<file path="src/hdl/lpcre_pkg.sv">
// Shared types, register codes and prediction arithmetic for the LPC residual encoder.
// No dependencies; imported by the cell and the top level.
package lpcre_pkg;

	localparam int DATA_W     = 32;
	localparam int SUM_W      = 64;
	localparam int ORDER_W    = 6;
	localparam int SHIFT_W    = 5;
	localparam int COEF_IDX_W = 5;
	localparam int REG_IDX_W  = 2;
	localparam int S_TDATA_W  = 72;
	localparam int S_TUSER_W  = 2;

	localparam logic [REG_IDX_W-1:0] REG_ORDER = 2'd0;
	localparam logic [REG_IDX_W-1:0] REG_SHIFT = 2'd1;
	localparam logic [REG_IDX_W-1:0] REG_WIDE  = 2'd2;

	localparam logic MODE_COEF   = 1'b0;
	localparam logic MODE_SAMPLE = 1'b1;

	typedef enum logic [1:0] {
		ST_IDLE,
		ST_WAIT,
		ST_FINISH
	} lpcre_state_t;

	// Per-cell control group
	typedef struct packed {
		logic shift_en;
		logic coef_we;
	} lpcre_cell_ctrl_t;

	// Shift the tap sum and bring it to 32 bits: saturate in wide mode,
	// wrap the sum at 32 bits in narrow mode.
	function automatic logic [DATA_W-1:0] lpcre_predict(
		input logic [SUM_W-1:0]   acc,
		input logic [SHIFT_W-1:0] sh,
		input logic               wide
	);
		logic signed [SUM_W-1:0]  p;
		logic signed [DATA_W-1:0] n;
		logic [DATA_W-1:0]        r;
		p = $signed(acc) >>> sh;
		n = $signed(acc[DATA_W-1:0]) >>> sh;
		if (!wide) begin
			r = n;
		end else if (p > 64'sd2147483647) begin
			r = 32'h7FFF_FFFF;
		end else if (p < -64'sd2147483648) begin
			r = 32'h8000_0000;
		end else begin
			r = p[DATA_W-1:0];
		end
		return r;
	endfunction

endpackage

</file>
<file path="src/hdl/lpcre_cell.sv">
// One tap cell: a history slot, a coefficient slot, a registered product and a
// registered running sum handed to the next cell. Depends on lpcre_pkg.
module lpcre_cell
	import lpcre_pkg::*;
(
	input  logic                     clk,
	input  logic                     arst_n,
	input  lpcre_cell_ctrl_t         ctrl,
	input  logic signed [DATA_W-1:0] hist_in,
	input  logic signed [DATA_W-1:0] coef_wdata,
	input  logic [SUM_W-1:0]         sum_in,
	output logic signed [DATA_W-1:0] hist_out,
	output logic [SUM_W-1:0]         sum_out
);

	logic signed [DATA_W-1:0] hist_q;
	logic signed [DATA_W-1:0] coef_q;
	logic signed [SUM_W-1:0]  prod_s1;
	logic [SUM_W-1:0]         sum_q;

	always_ff @(posedge clk or negedge arst_n) begin
		if (!arst_n) begin
			hist_q <= '0;
		end else if (ctrl.shift_en) begin
			hist_q <= hist_in;
		end
	end

	always_ff @(posedge clk) begin
		if (ctrl.coef_we) begin
			coef_q <= coef_wdata;
		end
		prod_s1 <= coef_q * hist_q;
		// add own product to the partial sum from the upstream cell
		sum_q   <= sum_in + SUM_W'(prod_s1);
	end

	assign hist_out = hist_q;
	assign sum_out  = sum_q;

endmodule

</file>
<file path="config.mk">
export PLATFORM = sky130hd
export DESIGN_NAME = lpcre_cell
export DESIGN_NICKNAME = d
export VERILOG_FILES = /design/src/hdl/lpcre_pkg.sv /design/src/hdl/lpcre_cell.sv
export SDC_FILE = /design/constraint.sdc
export NUM_CORES = 2
export LEC_CHECK = 0
export ABC_CLOCK_PERIOD_IN_PS = 9510
export BUFFER_PORTS_ARGS = -buffer_cell sky130_fd_sc_hd__buf_2
export CAP_MARGIN = 0
export CORE_ASPECT_RATIO = 0.9
export CORE_MARGIN = 5
export CORE_UTILIZATION = 37
export DETAILED_ROUTE_END_ITERATION = 10
export PLACE_DENSITY_LB_ADDON = 0.3
export SETUP_SLACK_MARGIN = 0.3
export SYNTH_ARGS = -nofsm -noshare
export SYNTH_HDL_FRONTEND = slang
export SYNTH_SLANG_ARGS = --single-unit
</file>
<file path="constraint.sdc">
create_clock -name clk -period 9.51 [get_ports clk]
set_clock_uncertainty 0.1 [all_clocks]
set_input_delay 1.4265 -clock clk [delete_from_list [all_inputs] [get_ports clk]]
set_output_delay 1.4265 -clock clk [all_outputs]
set_load 0.1 [all_outputs]
</file>
Word-level counts from Yosys, hierarchy flattened
Cells that the tools add are included.
- $add $sub $neg: 1
- shift-type cells: 0
- bitwise gates (word level): 0
- reduce and logical (&&, ||, !) cells: 0
- divide/modulo/power cells: 0
- magnitude comparators: 0
- muxes and demuxes: 0
- $mul: 1
- equality and inequality tests: 0
- operator list (cell ; number):
    adder 64 bit ; 1
    multiplier 32 x 32 -> 64 bit ; 1
- word-level logic and storage cells: 6
- memories kept: 0
- latch bits: 0
- register bits: 192
- bits in read-only memories: 0
- input port bits: 132
- RAM bits: 0
- output and inout bits: 96

Longest topological paths before layout
- depth after elaboration: 1
- depth in mapped cells: 30
- mapped depth without buffers: 28

Worst setup path before layout
Ideal clock, no wire load.
- path type: reg-to-reg
- start: register hist_q[2] (netlist: hist_out[2])
- end: register prod_s1[63]
- cell stages (with the launch flop): 25
- slack: 966 ps
- buffers on the path: 2
- data arrival time: 8324 ps
- library setup time: 120 ps
- clock period less this slack: 8544 ps
- data required time: 9290 ps
- path through: dfrtp_1 > clkbuf_1 > nand2_1 > inv_1 > fa_1 > fa_1 > fa_1 > fa_1 > inv_1 > fa_1 > inv_1 > fa_1 > fa_1 > fa_1 > ha_1 > clkbuf_1 > a21o_1 > a21oi_1 > o21bai_1 > a221o_1 > a211oi_1 > a21oi_1 > a221o_1 > a21oi_1 > xnor2_1
- cells in the longest elaborated chain, start to end: 1
- ends and longest elaborated chain (item ; RTL line ; RTL):
    start: declaration ; lpcre_cell.sv:16 ; logic signed [DATA_W-1:0] hist_q;
    start signal: assignment ; lpcre_cell.sv:25 ; hist_q <= hist_in;
    multiplier 32 x 32 -> 64 bit ; lpcre_cell.sv:33 ; prod_s1 <= coef_q * hist_q;
    end signal: assignment ; lpcre_cell.sv:33 ;
    end: declaration ; lpcre_cell.sv:18 ; logic signed [SUM_W-1:0] prod_s1;
Every way passes these cells.
A chain may end at the register's enable or synchronous reset.

Worst setup path after layout
- start: register hist_q[10] (netlist: hist_out[10])
- end: register prod_s1[62]
The elaborated chain is that of the path after synthesis.

==> results.toml <==
[grt]
grt_use_total_pct = 21.9
grt_max_degree = 35
grt_pass1_wl_mm = 210
grt_pass1_vias = 33515
gr-total-overflow = 0
grt_antenna_before_repair = 9

[logic_synthesis]
synth_area_leader_cell = "fa_1"
syn-cell-area_um2 = 44200
synth_seq_cells = 192
netlist.area_leader.share_pct = 49.0
ys.flop_type = "dfxtp_1"
ys_seq_area_share_pct = 9.78
synth.avg_cell_area_um2 = 9.64
synth_mux_area_share_pct = 0.789
synthTopCellsByArea = "fa_1 49%, inv_1 8.3%, and2_1 7.3%"
synth_edf_count = 32
synth-simple-area-share_pct = 14.5
synth_nets = 6051
yosys_warnings = 0
synth_top_family_by_area = "adder cells"
ys_async_sr_fraction_pct = 16.7
synthAdderAreaFrac_pct = 56.0
synth_compound_area_share_pct = 6.01
synth_cell_types = 68
synth_xor_xnor_area_share_pct = 2.55
syn_inst = 4589

[cells_and_area]
final_common_cell = "fa_1"
syn_to_final_growth_pct = 8.22
nFillCells = 11849
drive_above_1_share_pct = 8.62
post-route-util_pct = 40.2
num-nets-final = 6160
final_cell_mix = "1,083 x fa_1, 980 x inv_1, 544 x nand2_1, 519 x and2_1, 247 x ha_1"

[timing]
timing.final.crit_share_pct = 91.6
tns_ns = 0
slew_headroom_pct = 25.4
rsz0062_at_grt = "false"
timing.fmax_ghz = 0.115
slew_violations = 0
tightest_slew_ns = 1.12
setup-violations-final = 0
finalHoldViolCount = 0
final.min_clock_period_ns = 8.71

[clock_tree]
cts_resized = 0
ctsHoldBuffers = 0
cts-root-buf = "clkbuf_16"
cts_buffers = 17
cts_buffer_depth = 2
clock-sinks = 192
cts_max_level = 4
path_clk_slew_ns = 0.10
tritoncts = "yes"
post_cts_buffers = 0
clk_latency_ns = 0.54

[critical_path]
reg2regPathDepth = 22
critPathKind = "flip-flop to flip-flop"
timing.rr.start = "hist_out[10]"
rr_endpoint = "prod_s1[62]"
r2r_slack_ns = 0.80
worst_setup_path_end_kind = "flip-flop"
critPathCapture = "prod_s1[62]"
critPathMaxFanout = 21
required_ns = 9.87
critical_path.startpoint = "hist_out[10]"
startpoint_type = "flip-flop"
crit_arrival_ns = 9.07

[run_status]
outcome = "finished, final reports clean"

[placed_design]
routabilityCongestion = 0.898
dp_hpwl_mm = 111
portBuffers = 227

[floorplanning]
ios = 228
core_um2 = 119000
design.die.area_um2 = 127000
fp.dieH_um = 338
start_util_pct = 37.2
die_w_um = 374
num_rows = 120

[route]
drt-total-wl_mm = 136
drc_errors = 0
drt-initial-drc-count = 2538
antenna_left = 0
firstDrtPassIters = 5
via_per_inst = 4.99
vias = 31421
wl_per_cell_um = 21.6

[run]
drv_cap = 0

[worst_hold_path]
min_path_type = "flip-flop to flip-flop"
==> metrics by stage <==
stage               cells  area (um2)  hold WS [ns]  setup slack [ns]
floorplan            4589       44200         0.320             0.966
global placement     6265       47200         0.324             0.872
detailed placement   6265       47200         0.334             0.906
CTS                  6297       47800         0.352             0.866
global route         6298       47900         0.367             0.320
finish               6302       47900         0.347             0.796
==> synth_stat cells, types with 3 or more instances <==
master	count
fa_1	1083
inv_1	980
nand2_1	544
and2_1	519
ha_1	247
clkbuf_1	230
dfxtp_1	128
a21oi_1	116
nor2_1	95
a21o_1	86
xnor2_1	81
o21ai_0	71
xor2_1	48
dfrtp_1	32
edfxtp_1	32
mux2_2	31
nand3_1	27
nand4_1	26
nand2b_1	19
o21bai_1	18
a211oi_1	15
and3_1	15
a31oi_1	14
o21a_1	11
nor2b_1	9
nor3_1	8
a221o_1	7
o211ai_1	7
or3_1	7
o31a_1	6
o31ai_1	6
a211o_1	5
a41oi_1	5
or2_2	5
a221oi_1	4
nor4_1	4
o21ai_1	4
a21boi_0	3
a41o_1	3
and4_1	3
o2111ai_1	3
==> layout make-up <==
| cell class | instances | area, um2 | area share (%) |
|---|---|---|---|
| multi-input combinational | 3183 | 35300 | 73.8 |
| sequential | 192 | 4340 | 9.06 |
| inverter | 981 | 3680 | 7.69 |
| tap | 1586 | 1980 | 4.15 |
| timing repair buffer | 323 | 1890 | 3.96 |
| clock buffer | 17 | 425 | 0.889 |
| clock inverter | 15 | 193 | 0.403 |
| antenna | 5 | 12.5 | 0.0261 |
==> kinds of logic (layout without fill, tap and decap cells) <==
family | after synthesis | count (layout)
fa+ha+maj | 1330 | 1330
compound gates | 406 | 406
buf+inv | 1214 | 1336
flops | 192 | 192
mux | 31 | 31
simple gates | 1287 | 1287
other cells | 0 | 5
xor+xnor | 129 | 129
==> per-layer routing <==
| metal | global-route usage [%] | routed length, um |
|---|---|---|
| met4 | 3.90 | 2190 |
| met3 | 8.44 | 15900 |
| met1 | 32.2 | 63000 |
| met5 | 0 | 13 |
| met2 | 31.1 | 55100 |
==> state kept, by name (all words and copies together), names as in the netlist <==
register	flops
sum_out	64
prod_s1	64
coef_q	32
hist_out	32
==> worst min-delay path by stage <==
stage	startpoint	end	slack, ns	cells after the start
6_report	prod_s1[0]	sum_out[0]	0.35	1
5_1_grt	prod_s1[0]	sum_out[0]	0.37	1
4_1_cts	prod_s1[0]	sum_out[0]	0.35	1
3_5_place_dp	prod_s1[0]	sum_out[0]	0.33	1
3_3_place_gp	prod_s1[0]	sum_out[0]	0.32	1
2_1_floorplan	prod_s1[0]	sum_out[0]	0.32	1
==> critical path, cell delays in order (launching register included) <==
cell,delay [ns]
dfrtp_1,1.05
nand2_1,0.17
fa_1,0.72
fa_1,0.59
fa_1,0.52
fa_1,0.57
inv_1,0.07
fa_1,0.70
fa_1,0.49
fa_1,0.53
fa_1,0.42
ha_1,0.33
a21oi_1,0.20
o21bai_1,0.08
a21oi_1,0.25
o21ai_0,0.13
a221oi_1,0.30
o21ai_0,0.11
a21oi_1,0.33
o21ai_1,0.21
or2_2,0.33
a41oi_1,0.26
xnor2_1,0.15
Power is not shown: default switching activity piles up to over one toggle a cycle in this logic, so the estimate is an artifact.
